File: src/rtl/tbt_pkg.sv
`timescale 1ns / 1ps
`default_nettype none

package tbt_pkg;

  localparam int unsigned ActionW  = 3;
  localparam int unsigned SlotW    = 4;
  localparam int unsigned SecondsW = 16;
  // Ten ticks per second times the widest timeout still fits in 20 bits.
  localparam int unsigned TicksW   = 20;

  typedef enum logic [ActionW-1:0] {
    ACT_CREATE  = 3'd0,
    ACT_DESTROY = 3'd1,
    ACT_POST    = 3'd2,
    ACT_EXIT    = 3'd3,
    ACT_TICK    = 3'd4,
    ACT_QUERY   = 3'd5
  } action_e;

  typedef struct packed {
    logic [ActionW-1:0]  action;
    logic [SlotW-1:0]    slot;
    logic [SecondsW-1:0] timeout_seconds;
  } req_t;

  typedef struct packed {
    logic             status;
    logic [SlotW-1:0] slot_out;
    logic             still_blocking;
  } rsp_t;

  // One timer entry: the tick threshold (ten times the seconds) and the ticks seen.
  typedef struct packed {
    logic [TicksW-1:0] limit;
    logic [TicksW-1:0] elapsed;
  } entry_t;

  typedef struct packed {
    logic [TicksW-1:0] elapsed;
    logic              unblock;
  } tick_res_t;

endpackage

`default_nettype wire

File: src/rtl/tbt_tick_unit.sv
`timescale 1ns / 1ps
`default_nettype none

module tbt_tick_unit (
  input  tbt_pkg::entry_t    entry_i,
  input  logic               exiting_i,
  output tbt_pkg::tick_res_t res_o
);
  import tbt_pkg::*;

  logic [TicksW-1:0] elapsed_next;

  // Elapsed time saturates at the threshold.
  assign elapsed_next = (entry_i.elapsed < entry_i.limit) ?
                        entry_i.elapsed + TicksW'(1) : entry_i.elapsed;

  assign res_o.elapsed = elapsed_next;
  assign res_o.unblock = (elapsed_next >= entry_i.limit) && !exiting_i;

endmodule

`default_nettype wire

File: src/rtl/timeout_block_table_core.sv
`timescale 1ns / 1ps
`default_nettype none

// Table of timed blocking slots. A command beat is taken when start is high and
// busy is low, and exactly one result beat follows, shown on rsp_o for one cycle
// with valid_o high; the receiver cannot stall it, so it must take every result
// beat as it comes. Destroy, post, mark exiting, query and unknown actions answer
// in the cycle after the command. Create walks the used flags one slot per cycle
// from slot 0 until it finds a free one, and answers with an error when the table
// is full; a create with zero seconds answers with an error in the cycle after
// the command. A tick walks every slot through the timer memory read port and the
// shared increment-and-compare unit, one slot per cycle with a registered read
// ahead of it. Busy stays high until the result beat has been issued.
// No clearing pass is needed after reset: a tick reads the timer memory for
// every slot, but only uses the entry of a slot whose used flag is set, and
// create always writes the entry first.
module timeout_block_table_core #(
  parameter int unsigned SLOTS = 16
) (
  input  logic          clk_i,
  input  logic          rst_ni,
  input  logic          start,
  output logic          busy,
  input  tbt_pkg::req_t req_i,
  output logic          valid_o,
  output tbt_pkg::rsp_t rsp_o
);
  import tbt_pkg::*;

  localparam int unsigned IdxW = (SLOTS > 1) ? $clog2(SLOTS) : 1;
  localparam int unsigned CntW = $clog2(SLOTS + 1);

  typedef enum logic [2:0] {
    ST_IDLE = 3'b001,
    ST_FIND = 3'b010,
    ST_TICK = 3'b100
  } state_e;

  // Control state.
  state_e           state_d, state_q;
  logic [CntW-1:0]  cnt_d, cnt_q;
  logic             pv_d, pv_q;
  logic [IdxW-1:0]  pidx_d, pidx_q;
  logic [SLOTS-1:0] used_d, used_q;
  logic [SLOTS-1:0] blk_d, blk_q;
  logic [SLOTS-1:0] exit_d, exit_q;
  logic             valid_d, valid_q;

  // Payload registers.
  req_t             req_d, req_q;
  rsp_t             rsp_d, rsp_q;
  entry_t           rd_data_q;

  // Timer memory, one entry per slot.
  entry_t           mem_q [SLOTS];
  logic             mem_we;
  logic [IdxW-1:0]  mem_waddr;
  entry_t           mem_wdata;
  logic             rd_en;
  logic [IdxW-1:0]  rd_idx;

  logic             in_ok, in_blk;
  logic [IdxW-1:0]  in_idx;
  logic             q_ok;
  logic [IdxW-1:0]  q_idx;
  logic [IdxW-1:0]  scan_idx;
  logic             scan_end;
  logic [TicksW-1:0] limit_new;
  tick_res_t        tick_res;

  assign busy    = (state_q != ST_IDLE);
  assign valid_o = valid_q;
  assign rsp_o   = rsp_q;

  // Addressed slot of the incoming command and of the held command.
  assign in_idx = IdxW'(req_i.slot);
  assign in_ok  = (32'(req_i.slot) < SLOTS) && used_q[in_idx];
  assign in_blk = blk_q[in_idx];
  assign q_idx  = IdxW'(req_q.slot);
  assign q_ok   = (32'(req_q.slot) < SLOTS) && used_q[q_idx];

  assign scan_idx = cnt_q[IdxW-1:0];
  assign scan_end = (cnt_q == CntW'(SLOTS));

  // Threshold in ticks: seconds times ten, as two shifted copies added.
  assign limit_new = (TicksW'(req_q.timeout_seconds) << 3) +
                     (TicksW'(req_q.timeout_seconds) << 1);

  // The tick walk reads slot cnt_q and, in the next cycle, updates slot pidx_q.
  assign rd_en  = (state_q == ST_TICK) && !scan_end;
  assign rd_idx = scan_idx;

  tbt_tick_unit u_tick (
    .entry_i   (rd_data_q),
    .exiting_i (exit_q[pidx_q]),
    .res_o     (tick_res)
  );

  always_comb begin
    state_d   = state_q;
    cnt_d     = cnt_q;
    pv_d      = 1'b0;
    pidx_d    = pidx_q;
    used_d    = used_q;
    blk_d     = blk_q;
    exit_d    = exit_q;
    valid_d   = 1'b0;
    req_d     = req_q;
    rsp_d     = rsp_q;
    mem_we    = 1'b0;
    mem_waddr = pidx_q;
    mem_wdata = '{limit: rd_data_q.limit, elapsed: tick_res.elapsed};

    case (state_q)
      ST_IDLE: begin
        cnt_d = '0;
        if (start) begin
          req_d = req_i;
          // Default answer: error, slot echoed, not blocking.
          rsp_d = '{status: 1'b1, slot_out: req_i.slot, still_blocking: 1'b0};
          case (action_e'(req_i.action))
            ACT_CREATE: begin
              if (req_i.timeout_seconds != '0) begin
                state_d = ST_FIND;
              end else begin
                valid_d = 1'b1;
              end
            end
            ACT_TICK: begin
              state_d = ST_TICK;
            end
            ACT_DESTROY: begin
              valid_d = 1'b1;
              if (in_ok) begin
                used_d[in_idx] = 1'b0;
                blk_d[in_idx]  = 1'b0;
                exit_d[in_idx] = 1'b0;
                rsp_d.status   = 1'b0;
              end
            end
            ACT_POST: begin
              valid_d = 1'b1;
              if (in_ok) begin
                blk_d[in_idx] = 1'b0;
                rsp_d.status  = 1'b0;
              end
            end
            ACT_EXIT: begin
              valid_d = 1'b1;
              if (in_ok) begin
                exit_d[in_idx]       = 1'b1;
                rsp_d.status         = 1'b0;
                rsp_d.still_blocking = in_blk;
              end
            end
            ACT_QUERY: begin
              valid_d = 1'b1;
              if (in_ok) begin
                rsp_d.status         = 1'b0;
                rsp_d.still_blocking = in_blk;
              end
            end
            default: begin
              valid_d = 1'b1;
            end
          endcase
        end
      end

      ST_FIND: begin
        if (scan_end) begin
          // Table full: the error answer is already loaded.
          valid_d = 1'b1;
          state_d = ST_IDLE;
        end else if (!used_q[scan_idx]) begin
          used_d[scan_idx] = 1'b1;
          blk_d[scan_idx]  = 1'b1;
          exit_d[scan_idx] = 1'b0;
          mem_we    = 1'b1;
          mem_waddr = scan_idx;
          mem_wdata = '{limit: limit_new, elapsed: '0};
          rsp_d     = '{status: 1'b0, slot_out: SlotW'(scan_idx), still_blocking: 1'b1};
          valid_d   = 1'b1;
          state_d   = ST_IDLE;
        end else begin
          cnt_d = cnt_q + CntW'(1);
        end
      end

      ST_TICK: begin
        if (rd_en) begin
          pv_d   = 1'b1;
          pidx_d = rd_idx;
          cnt_d  = cnt_q + CntW'(1);
        end
        if (pv_q && used_q[pidx_q] && blk_q[pidx_q]) begin
          mem_we = 1'b1;
          if (tick_res.unblock) begin
            blk_d[pidx_q] = 1'b0;
          end
        end
        // Walk finished and last update written: flags are final.
        if (!rd_en && !pv_q) begin
          rsp_d = '{status: 1'b0, slot_out: req_q.slot,
                    still_blocking: q_ok && blk_q[q_idx]};
          valid_d = 1'b1;
          state_d = ST_IDLE;
        end
      end

      default: begin
        state_d = ST_IDLE;
      end
    endcase
  end

  always_ff @(posedge clk_i or negedge rst_ni) begin
    if (!rst_ni) begin
      state_q <= ST_IDLE;
      cnt_q   <= '0;
      pv_q    <= 1'b0;
      pidx_q  <= '0;
      used_q  <= '0;
      blk_q   <= '0;
      exit_q  <= '0;
      valid_q <= 1'b0;
    end else begin
      state_q <= state_d;
      cnt_q   <= cnt_d;
      pv_q    <= pv_d;
      pidx_q  <= pidx_d;
      used_q  <= used_d;
      blk_q   <= blk_d;
      exit_q  <= exit_d;
      valid_q <= valid_d;
    end
  end

  always_ff @(posedge clk_i) begin
    req_q <= req_d;
    rsp_q <= rsp_d;
  end

  always_ff @(posedge clk_i) begin
    if (mem_we) begin
      mem_q[mem_waddr] <= mem_wdata;
    end
    if (rd_en) begin
      rd_data_q <= mem_q[rd_idx];
    end
  end

endmodule

`default_nettype wire
File: config.mk
export PLATFORM = sky130hd
export DESIGN_NAME = timeout_block_table_core
export DESIGN_NICKNAME = d
export VERILOG_FILES = /design/src/rtl/tbt_pkg.sv /design/src/rtl/tbt_tick_unit.sv /design/src/rtl/timeout_block_table_core.sv
export SDC_FILE = /design/constraint.sdc
export NUM_CORES = 1
export LEC_CHECK = 0
export ABC_AREA = 0
export BUFFER_PORTS_ARGS = -buffer_cell sky130_fd_sc_hd__buf_2
export CORE_ASPECT_RATIO = 0.8
export CORE_MARGIN = 3
export CORE_UTILIZATION = 45
export DETAILED_ROUTE_END_ITERATION = 6
export GPL_ROUTABILITY_DRIVEN = 0
export PLACE_DENSITY_LB_ADDON = 0.08
export REMOVE_ABC_BUFFERS = 1
export SYNTH_ARGS = -nofsm -noshare
export SYNTH_HDL_FRONTEND = slang
export SYNTH_SLANG_ARGS = --single-unit
File: constraint.sdc
create_clock -name clk_i -period 12.1 [get_ports clk_i]
set_input_delay 0.605 -clock clk_i [delete_from_list [all_inputs] [get_ports clk_i]]
set_output_delay 0.605 -clock clk_i [all_outputs]
set_load 0.02 [all_outputs]
# Yosys cells after proc, flatten, opt, wreduce, memory -nomap -nowiden
# Memories as Yosys holds them, arrays and structs flattened. A register that Yosys moved wholly into a read port is not among the register bits.
# Index checks and enable logic that the tools add are counted.
dict set report totals {
  regBits 88
  mem_bits_rw 640
  out_inout_bits 8
  word_cells 176
  mem_count 1
}
# memory words word_bits rd rd_ports_with_merged_regs wr line
set mem_list {}
lappend mem_list {mem_q 16 40 1 1 1 timeout_block_table_core.sv:55} ;# entry_t mem_q [SLOTS];
dict set report classes {
  n_addsub 3
  order_cmp 9
  eq_ne 27
  n_mux 84
  n_bitwise 11
  n_reduce_logical 28
}
# operator count
set ops {}
lappend ops {{$mux 16} 17}
lappend ops {{$mux 40} 3}
lappend ops {{$pmux 16 s2} 3}
lappend ops {{$and 16x16->16} 5}
lappend ops {{$not 16->16} 3}
lappend ops {{$or 16x16->16} 3}
lappend ops {{$pmux 16 s3} 1}
lappend ops {{$bmux 1 s4} 8}
lappend ops {{$mux 1} 26}
lappend ops {{$mux 6} 4}
lappend ops {{$add 19x17->20} 1}
lappend ops {{$add 20x1->20 const B} 1}
lappend ops {{$ge 20x20->1} 1}
lappend ops {{$lt 20x20->1} 1}
lappend ops {{$lt 4x5->1 const B} 4}
lappend ops {{$mux 20} 1}
lappend ops {{$pmux 6 s3} 1}
lappend ops {{$ne 2x2->1 const B} 8}
lappend ops {{$reduce_bool 16->1} 1}
lappend ops {{$mux 3} 5}
lappend ops {{$mux 5} 3}
lappend ops {{$pmux 5 s3} 1}
lappend ops {{$demux 1 s4} 3}
lappend ops {{$ge 4x1->1 const B} 3}
lappend ops {{other kinds (26)} 55}

# Longest topological paths before layout
# Gate-level depths: netlist (run 1).
dict set report depth {
  word_depth 10
  depth_mapped 20
}

# Hierarchy
# A second synthesis (run 1) with hierarchy kept.
dict set report unflattened {
  hier_cells 1844
  hier_area_um2 33059.2
}
# mod n_inst cells_per_inst area_per_inst_um2 seq_area_each_um2
set by_module_without_submodules {}
lappend by_module_without_submodules {timeout_block_table_core 1 1660 31715.4 22753.1}
lappend by_module_without_submodules {tbt_tick_unit 1 184 1343.8 0.0}

# Worst setup path before layout (run 1)
# OpenSTA, ideal clock, no wires.
dict set report synth_path {
  path_kind {flip-flop to flip-flop}
  startpoint {reg cnt_q[1]}
  endpoint {mem mem_q[0][0] in the netlist's numbering, enable pin}
  t_arrival_ps 4224
  t_required_ps 11663
  path_slack_ps 7439
  path_stages_with_launch 13
  path_buffers 5
  period_less_slack_ps 4661
  cell_sequence {dfrtp_1 -> clkbuf_1 -> clkbuf_1 -> clkbuf_1 -> inv_1 -> ha_1 -> clkbuf_1 -> nand3_1 -> nand3_1 -> clkbuf_1 -> nor3_1 -> a21oi_1 -> nor2_1}
}
dict set report synth_between {
  elab_chain_len 7
  word_cells_on_any_way 11
}
# element line
set synth_lines {}
lappend synth_lines {{from (decl)} timeout_block_table_core.sv:41} ;# logic [CntW-1:0] cnt_d, cnt_q;
lappend synth_lines {{from (signal assigned)} timeout_block_table_core.sv:229} ;# cnt_q <= cnt_d;
lappend synth_lines {{$bmux 1 s4} timeout_block_table_core.sv:175} ;# end else if (!used_q[scan_idx]) begin
lappend synth_lines {{$mux 1 (implied by the code)} timeout_block_table_core.sv:175}
lappend synth_lines {{$mux 1} timeout_block_table_core.sv:175}
lappend synth_lines {{$mux 1} timeout_block_table_core.sv:171} ;# if (scan_end) begin
lappend synth_lines {{$pmux 1 s2} timeout_block_table_core.sv:114} ;# case (state_q)
lappend synth_lines {{$mux 1} timeout_block_table_core.sv:245} ;# if (mem_we) begin
lappend synth_lines {{$mux 1 (implied by the code)} timeout_block_table_core.sv:246} ;# mem_q[mem_waddr] <= mem_wdata;
lappend synth_lines {{to (decl)} timeout_block_table_core.sv:55}
# Parallel ways exist; a longest one is shown, timed or not. The select of a mux whose other input is x is not followed.

# Final worst setup path (run 1)
dict set report layout_path {
  startpoint {reg, netlist name rd_data_q[7]}
  endpoint {reg blk_q[5]}
}
dict set report layout_between {
  elab_chain_len 6
  word_cells_on_any_way 7
}
# element line
set layout_lines {}
lappend layout_lines {{$add 20x1->20 or $lt 20x20->1 (tied branches)} {tbt_tick_unit.sv:15, tbt_tick_unit.sv:14}}
lappend layout_lines {{$mux 20 *} tbt_tick_unit.sv:14} ;# assign elapsed_next = (entry_i.elapsed < entry_i.limit) ?
lappend layout_lines {{$ge 20x20->1 *} tbt_tick_unit.sv:18} ;# assign res_o.unblock = (elapsed_next >= entry_i.limit) && !exiting_i;
lappend layout_lines {{$logic_and 1x1->1 *} tbt_tick_unit.sv:18}
lappend layout_lines {{$ne 2x2->1 (no source line) *} n/a}
lappend layout_lines {{$reduce_and 8->1 (no source line) *} n/a}
lappend layout_lines {{to (signal assigned)} timeout_block_table_core.sv:233} ;# blk_q <= blk_d;
lappend layout_lines {{to (decl)} timeout_block_table_core.sv:45} ;# logic [SLOTS-1:0] blk_d, blk_q;
# Mark *: on every way between the ends. The rest lies on a longest branch, timed or not.
# A chain may end at the register's enable or synchronous reset.

==> results.txt, run 1 <==
The flow ran to the end, and the final reports show no timing, DRC or antenna violations. The count of flip-flops with a built-in enable after synthesis came out at 706. After synthesis, the cell types taking the most area are sky130_fd_sc_hd__edfxtp_1 (65%), sky130_fd_sc_hd__mux4_2 (15%), sky130_fd_sc_hd__dfrtp_1 (4.7%). The clock slew at the register clock pins of the worst setup and hold paths came out at 0.06 ns. The setup path with the least slack is of type reg -> reg. The detailed-routed wire length on met2 is 38300 um.

The number of nets still failing antenna checks after routing came out at 0. The area growth from synthesis to final layout is 12.1%. The number of antenna diodes came out at 0. The maximum clock insertion buffer count is 3.

The final-report max-slew violation count is 0. The average via count per standard cell came out at 6.15. The post-detailed-route wirelength per cell is 29.1 um. The detailed router finished its first iteration with 2103 violations.

In the final design database the tool counted 2011 nets. The effective utilization at floorplan is 0.460. The data arrival time of the critical path came out at 5.86 ns. The number of placement rows came out at 87.

The aggregate routed wire length came out at 84800 um. The number of cells produced by synthesis is 1852. The root buffer cell is sky130_fd_sc_hd__clkbuf_16. The slew at the pin closest to its max-slew limit came out at 1.12 ns. The timing-limited maximum frequency came out at 0.186 GHz. The detailed route wirelength on metal3 came out at 5660 um. The fraction of post-synthesis cell area in the top cell type by area came out at 0.647. The overall power consumption came out at 6650 uW.

Across every metal layer, demand over resource in global routing totals 0.226. By count the netlist is led by sky130_fd_sc_hd__edfxtp_1 (706), sky130_fd_sc_hd__mux4_2 (221), sky130_fd_sc_hd__nand2_1 (145). The most critical setup path has its endpoint at blk_q[5]. The floorplan step defined a core boundary enclosing 71300 um2. Post-CTS timing repair inserted 0 buffers for setup.

The post-synthesis cell area is 32800 um2. Of the cells placed in the final design, the portion with a size suffix greater than 1 is 0.233. For this design, the sink count on the clock tree is 768. Counting the buffers created by CTS gives 77.

Signal routing reaches up to met5. In this run the count of I/O pins placed on the die edge is 34. The path class of the lowest-slack min-delay path is in -> async.

The global-route wire length before repair came out at 125000 um. Once routing completed, OpenROAD measured the worst setup slack at 6.73 ns. From left edge to right edge, the die measures 308 um.

The most numerous cell in the Yosys netlist is sky130_fd_sc_hd__edfxtp_1. The endpoint of the worst-slack reg-to-reg timing path is blk_q[5]. Yosys mapped the design onto 65 distinct sky130hd cell types. The core utilization of the finished layout came out at 0.515. The top flip-flop cell by instance count after synthesis is sky130_fd_sc_hd__edfxtp_1. The worst setup path is captured at a flip-flop.

In the final routing, the length of wire on met1 measures 39000 um. The total number of vias came out at 18000. The post-detailed-placement half-perimeter wirelength came out at 46900 um. For the worst-skew pair, the clock arrives at the later sink with an insertion delay of 0.62 ns. For the final routed database, the setup TNS stands at 0 ns. The routed design could run at a clock period as short as 5.37 ns. The count of hold buffers inserted by post-cts repair is 0. The maximum number of pins on one net before global-route repair came out at 67. The average cell area after synthesis came out at 17.7 um2.

The relative slew slack is 0.252. The count of endpoints failing hold in the final timing report is 0. The number of global-route vias before repair came to 18000. Counting cells, the worst reg-to-reg path comes to 17. The proportion of synthesized chip area in sequential cells is 0.694. In the synthesized netlist the async set-or-reset flop fraction comes to 0.0807.

Summed over all instances, the cell type with the most area after synthesis is sky130_fd_sc_hd__edfxtp_1. The number of warnings printed during yosys synthesis came out at 0. For this run, the detailed router's first-pass iteration total came to 7. The maximum fanout encountered on the critical timing path is 26. CTS built an H-tree with a depth of 3. The startpoint identified for the worst register-to-register timing path is rd_data_q[7]. The power density over cell area came out at 181 nW/um2. The final setup violation count came out at 0. In the routed design, unresolved DRC markers number 0. The number of gates resized after cts came out at 0. The worst setup timing slack at the placement stage is 6.77 ns. The total congestion overflow is 0. STA classifies the critical path startpoint as a flip-flop.

Max-cap violations in this run came to 0. The period utilization came out at 0.444. TritonCTS built the clock tree. The fill cell total of the finished layout came out at 5737.

The most critical setup path has its startpoint at rd_data_q[7]. For the final database, setup skew stands at 0.0190 ns. The height of the die is 247 um. The initial antenna violation count is 3. The static power due to leakage is 0.0119 uW. Setup repair after global routing left no endpoint under its margin. The full die area is 76200 um2. The register-to-register setup slack is 6.73 ns. The number of input and output port buffers inserted came out at 33. Data on the critical path is required at its endpoint by 12.60 ns. The worst IR drop on VDD is 0.0999 mV. The post-synthesis register bit count is 768.
==> registers in the layout, indices dropped and copies added (netlist names), named ones only <==
signal	count
rsp_o	6
pv_q	1
mem_q	640
rd_data_q	40
blk_q	16
state_q	3
valid_o	1
q_idx	4
cnt_q	5
used_q	16
pidx_q	4
req_q	16
==> worst min path at each step <==
stage,slack (ns),to,start,depth (start not counted)
2_1_floorplan,0.31,asynchronous set/reset pin,rst_ni,0
3_3_place_gp,0.48,flip-flop,flip-flop,2
3_5_place_dp,0.48,flip-flop,flip-flop,2
4_1_cts,0.14,req_q[7],req_i[7],1
5_1_grt,0.15,req_q[7],req_i[7],1
6_report,0.18,state_q[1],rst_ni,2
==> layout by cell type (no fill, tap or decap), types with 14 or more instances in the layout <==
cell type	instances
sky130_fd_sc_hd__nor3_1	16
sky130_fd_sc_hd__xor2_1	14
sky130_fd_sc_hd__buf_4	61
sky130_fd_sc_hd__o21ai_0	75
sky130_fd_sc_hd__edfxtp_1	706
sky130_fd_sc_hd__inv_1	35
sky130_fd_sc_hd__a21oi_1	51
sky130_fd_sc_hd__mux4_2	221
sky130_fd_sc_hd__a31oi_1	27
sky130_fd_sc_hd__and3_1	14
sky130_fd_sc_hd__xnor2_1	22
sky130_fd_sc_hd__buf_2	33
sky130_fd_sc_hd__dfrtp_1	57
sky130_fd_sc_hd__clkbuf_16	81
sky130_fd_sc_hd__nor2_1	62
sky130_fd_sc_hd__ha_1	58
sky130_fd_sc_hd__nor2_4	18
sky130_fd_sc_hd__nand3_1	32
sky130_fd_sc_hd__clkbuf_1	19
sky130_fd_sc_hd__nor2b_1	14
sky130_fd_sc_hd__nand2_1	145
sky130_fd_sc_hd__and2_1	22
==> routing by layer <==
layer	vias to the layer above	track usage
li1	7606	-
met5	-	0
met1	9552	0.343
met3	122	0.0446
met2	671	0.339
met4	2	0.0577
==> logic make-up after synthesis <==
family | synth area share
xor+xnor | 0.00962
buf+inv | 0.0162
simple gates | 0.0513
compound gates | 0.0509
flops | 0.694
fa+ha+maj | 0.0227
mux | 0.155
==> per-stage QoR <==
step	instance area, um2	hold WS [ns]	instances
5_1_grt	36700	0.148	2918
4_1_cts	36700	0.143	2918
2_1_floorplan	32400	0.309	1753
6_report	36700	0.179	2918
3_3_place_gp	34300	0.477	2781
3_5_place_dp	34300	0.477	2781
==> critical path: stages (launching register included) <==
cell	delay, ns
sky130_fd_sc_hd__edfxtp_1	0.54
sky130_fd_sc_hd__ha_1	0.37
sky130_fd_sc_hd__nand3_1	0.11
sky130_fd_sc_hd__nor2_1	0.05
sky130_fd_sc_hd__a211oi_1	0.21
sky130_fd_sc_hd__o31ai_1	0.12
sky130_fd_sc_hd__a21oi_1	0.71
sky130_fd_sc_hd__o21ai_0	0.35
sky130_fd_sc_hd__nor4_1	0.64
sky130_fd_sc_hd__xor2_1	0.15
sky130_fd_sc_hd__ha_1	0.32
sky130_fd_sc_hd__nand4_1	0.12
sky130_fd_sc_hd__nor2_1	0.13
sky130_fd_sc_hd__o2111ai_1	0.12
sky130_fd_sc_hd__o211ai_1	0.38
sky130_fd_sc_hd__o311ai_4	0.41
sky130_fd_sc_hd__o21ai_0	0.27
sky130_fd_sc_hd__o2bb2a_1	0.23
==> power by group <==
part / total, uW / switching, uW / internal (uW)
combinational: 1220 / 635 / 587
clock: 2320 / 996 / 1320
sequential: 3110 / 112 / 3000
==> cell type report <==
cell class,instances,area [um2],share of cell area
Sequential cell,768,22800,0.620
Multi-Input combinational cell,950,9640,0.262
Clock buffer,102,2130,0.0579
Tap cell,934,1170,0.0318
Timing Repair Buffer,94,623,0.0170
Clock inverter,35,289,0.00787
Inverter,35,131,0.00358
Note: power is estimated with default switching activity, not from simulation.
==> inputs of run 2 (changes only) <==
--- a/config.mk
+++ b/config.mk
@@ -5,7 +5,7 @@
 export SDC_FILE = /design/constraint.sdc
 export NUM_CORES = 1
 export LEC_CHECK = 0
-export ABC_AREA = 0
+export ABC_AREA = 1
 export BUFFER_PORTS_ARGS = -buffer_cell sky130_fd_sc_hd__buf_2
 export CORE_ASPECT_RATIO = 0.8
 export CORE_MARGIN = 3
==> constraint.sdc (replaced) <==
create_clock -name clk_i -period 5.02 [get_ports clk_i]
set_input_delay 0.251 -clock clk_i [delete_from_list [all_inputs] [get_ports clk_i]]
set_output_delay 0.251 -clock clk_i [all_outputs]
set_load 0.02 [all_outputs]
==> results.txt, run 2 <==
The aggregate routed wire length came out at 104000 um (+23%). The power density over cell area is 471 nW/um2 (+160%). The buffer count from post-CTS setup fixing came out at 0 (unchanged). The insertion delay to the later sink of the worst-skew pair is 0.65 ns (+0.03 ns). The fraction of synthesis flops using an asynchronous set or reset pin came to 0.0807 (unchanged). The startpoint of the most critical hold path is req_i[22]. The number of ports placed on the die boundary came out at 34 (unchanged).

Ranked by flip-flop count, first place goes to mem_q. The total number of vias came out at 25000 (+39%). The number of input and output port buffers inserted came out at 33 (unchanged). The number of antenna diodes came out at 0 (unchanged).

The initial antenna violation count came out at 1 (-2). The post-synthesis simple-gate area fraction is 0.152 (+0.101). The overall die width is 315 um (+2.3%). The xor/xnor cell area share of the yosys netlist is 0.00791 (-0.00170).

The most critical setup path has its startpoint at rd_data_q[17]. The number of cells produced by synthesis came to 3205 (+73%). The critical path capture point type is a flip-flop. The number of H-tree branching levels came to 3 (unchanged).

The number of detailed-route iterations in the first pass is 6 (-1). The count of endpoints failing hold in the final timing report came out at 0 (unchanged). The number of stages on the worst hold path is 5. The slew at the pin closest to its max-slew limit is 1.32 ns (+0.199 ns). The terminating pin of the worst hold path is state_q[2]. The cell taking the most area after synthesis is sky130_fd_sc_hd__edfxtp_1. The total track usage came out at 0.261 (+0.0345). The final-report max-slew violation count came out at 0 (unchanged).

The height of the die came to 253 um (+2.2%). The cell sitting at the root of the clock tree is a sky130_fd_sc_hd__clkbuf_16. The post-detailed-route wirelength per cell is 24.1 um (-17%). The count of placed standard cells in the final layout, fillers left out is 4322 (+48%). The global-route wire length before repair is 155000 um (+24%).

The number of placement rows is 89 (+2.3%). The number of max-cap violations is 0 (unchanged). In the layout the commonest cells are sky130_fd_sc_hd__edfxtp_1 (706), sky130_fd_sc_hd__nand2_1 (595), sky130_fd_sc_hd__nor2_1 (459), sky130_fd_sc_hd__o21ai_0 (421), sky130_fd_sc_hd__inv_1 (174). The fraction of post-synthesis cell area in the top cell type by area is 0.618 (-0.0287). The timing-limited maximum frequency is 0.230 GHz (+23%).

The total placed cells including tap cells is 4162 (+50%). The average via count per standard cell was 5.78 (-6.1%). The overall power consumption was 18200 uW (+170%).

The net count of the finished layout is 3347 (+66%). The average cell area after synthesis came out at 10.7 um2 (-40%). The total DRC errors in the routed layout came out at 0 (unchanged). The most numerous cell in the Yosys netlist is sky130_fd_sc_hd__edfxtp_1.

The number of warnings printed during yosys synthesis was 0 (unchanged). The count of flip-flops with a built-in enable after synthesis came out at 706 (unchanged). The mux contribution to synthesized area was 0 (-0.155).

The critical path is of the reg -> reg type. Relative to the synthesized area, the layout overhead comes to 12.7%. The worst register-to-register path begins at rd_data_q[17]. The required arrival time at the worst endpoint is 5.55 ns (-7.05 ns). The full die area came out at 79600 um2 (+4.5%). The worst setup path is launched from a flip-flop. Leaving out fill and tap cells, the most frequent cell in the layout is sky130_fd_sc_hd__edfxtp_1. Among all flip-flop cells after synthesis, the most frequent one is sky130_fd_sc_hd__edfxtp_1.

The worst IR drop on VDD came out at 0.372 mV (+270%). In this run the critical register-to-register path is captured at blk_q[7]. The number of cells traversed by the worst register-to-register path came out at 22 (+5). The register-to-register setup slack is 0.67 ns (-6.06 ns). TritonCTS built the clock tree.

The post-synthesis register bit count is 768 (unchanged). The first-iteration detailed-routing DRC count is 2945 (+40%). The number of nets still failing antenna checks after routing came to 0 (unchanged). The effective utilization at floorplan is 0.460 (about the same).

The maximum number of pins on one net before global-route repair is 193 (+190%). The flip-flop count of the largest register, all copies and words added was 640 (unchanged). The number of global-route vias before repair came to 23700 (+31%). In the post-synthesis netlist, the biggest area contributors are sky130_fd_sc_hd__edfxtp_1 (62%), sky130_fd_sc_hd__nand2_1 (6.5%), sky130_fd_sc_hd__o21ai_0 (6.1%).

The fraction of the mapped netlist area in adder cells is 0.0217 (-0.00101). The floorplan core area is 74600 um2 (+4.6%). The final setup violation count came to 0 (unchanged).

The post-synthesis cell area is 34300 um2 (+4.6%). The total congestion overflow came out at 0 (unchanged). The post-detailed-placement half-perimeter wirelength is 61400 um (+31%). The minimum clock period after layout was 4.35 ns (-1.02 ns). The maximum clock insertion buffer count came out at 3 (unchanged).

The static power due to leakage came out at 0.0140 uW (+18%). After synthesis, the largest family of logic cells by area is simple AND/OR/NAND/NOR gates. In the final layout, the registers with the most flip-flops are mem_q: 640 flops, rd_data_q: 40 flops. The total number of clock tree sinks is 768 (unchanged). Setup repair after global routing left no endpoint under its margin. The path class of the lowest-slack min-delay path is in -> reg. The maximum fanout encountered on the critical timing path was 18 (-31%). The maximum clock skew at final layout was 0.0228 ns (+0.00388 ns). The relative slew slack is 0.120 (-0.132). The data arrival time of the critical path is 4.88 ns (-0.98 ns). The period utilization came out at 0.867 (+0.423). The share of post-route cells with drive strength above 1 came out at 0.0858 (-0.147).

The flow ran to the end, and the final reports show no timing, DRC or antenna violations. The fraction of the mapped netlist area in compound gates is 0.114 (+0.0633). The commonest cells after synthesis are sky130_fd_sc_hd__edfxtp_1 (706), sky130_fd_sc_hd__nand2_1 (595), sky130_fd_sc_hd__nor2_1 (479). The number of distinct library cell variants in the gate-level netlist after synthesis is 48 (-26%). The total clock buffers created by CTS is 78 (+1.3%). The clock slew at the register clock pins of the worst setup and hold paths is 0.06 ns (about the same). The proportion of synthesized chip area in sequential cells is 0.663 (-0.0308).
[run 2: cell count changes in the layout (fill, tap and decap cells not counted), moves of 60 or more]
cell | before | now
sky130_fd_sc_hd__inv_1 | 35 | 174
sky130_fd_sc_hd__nand3_1 | 32 | 92
sky130_fd_sc_hd__o22ai_1 | 1 | 173
sky130_fd_sc_hd__o21ai_0 | 75 | 421
sky130_fd_sc_hd__nand4_1 | 5 | 67
sky130_fd_sc_hd__mux4_2 | 221 | 0
sky130_fd_sc_hd__nand2_1 | 145 | 595
sky130_fd_sc_hd__nor2_1 | 62 | 459
[run 2: final cells by class]
class	instances	area, um2
multi-input cells	2084	10300
clock inverters	39	473
repair buffers	144	1140
fillers	6691	35900
inverters	186	708
flip-flops and latches	768	22800
clock buffers	100	2030
well taps	1001	1250
[run 2: through the flow]
step | worst slack, ns | utilization | hold slack (ns) | instance area, um2 | TNS [ns]
after detailed placement | 0.756 | 0.482 | 0.349 | 35900 | 0
after global placement | 0.665 | 0.482 | 0.351 | 35900 | 0
after floorplan | -7.51 | - | -0.0446 | 33600 | -9528.12
final | 0.670 | 0.518 | 0.0503 | 38700 | 0
after CTS | 0.716 | 0.518 | 0.0141 | 38700 | 0
after global routing | 0.295 | 0.518 | 0.0378 | 38700 | 0
[run 2: logic make-up after synthesis]
logic type,Yosys count
simple gates,1280
flops,768
compound gates,714
buf+inv,353
fa+ha+maj,59
xor+xnor,31
[run 2: timing repair]
| action | CTS | global route |
|---|---|---|
| hold buffers | 21 | 0 |
| endpoints found under the hold margin | 44 | 0 |
| gates resized for setup | 0 | 0 |
[run 2: power by group]
| part | switching, uW | internal (uW) |
|---|---|---|
| clock | 2500 | 3310 |
| combinational | 3390 | 1210 |
| sequential | 260 | 7540 |
[run 2: layer usage]
layer	wire length, um	global-route usage	vias to the layer above
met5	0	0	-
met1	48100	0.394	12300
met3	9600	0.0664	127
li1	-	-	11500
met2	44900	0.384	1042
met4	1690	0.0482	0
[run 2: worst max path at each step]
stage / end
after floorplan: mem_q[0][0]
after global placement: blk_q[5]
after global routing: blk_q[4]
final: blk_q[7]
after CTS: blk_q[11]
after detailed placement: blk_q[11]
[run 2: critical path, cell delays in order (launching register included)]
cell	delay [ns]
sky130_fd_sc_hd__edfxtp_1	0.47
sky130_fd_sc_hd__ha_1	0.34
sky130_fd_sc_hd__nand4_1	0.14
sky130_fd_sc_hd__or2_2	0.35
sky130_fd_sc_hd__nor3_1	0.14
sky130_fd_sc_hd__nand2_1	0.07
sky130_fd_sc_hd__nand3_1	0.10
sky130_fd_sc_hd__clkinv_1	0.46
sky130_fd_sc_hd__nand2_1	0.21
sky130_fd_sc_hd__nand2_1	0.09
sky130_fd_sc_hd__inv_1	0.07
sky130_fd_sc_hd__ha_1	0.14
sky130_fd_sc_hd__nand2_1	0.08
sky130_fd_sc_hd__nor2_1	0.18
sky130_fd_sc_hd__nand2_1	0.10
sky130_fd_sc_hd__nor2_1	0.11
sky130_fd_sc_hd__nand2_1	0.06
sky130_fd_sc_hd__nand4_1	0.13
sky130_fd_sc_hd__nand2_1	0.09
sky130_fd_sc_hd__o21bai_4	0.46
sky130_fd_sc_hd__nand2_4	0.26
sky130_fd_sc_hd__nand2_1	0.13
sky130_fd_sc_hd__nand2_1	0.06
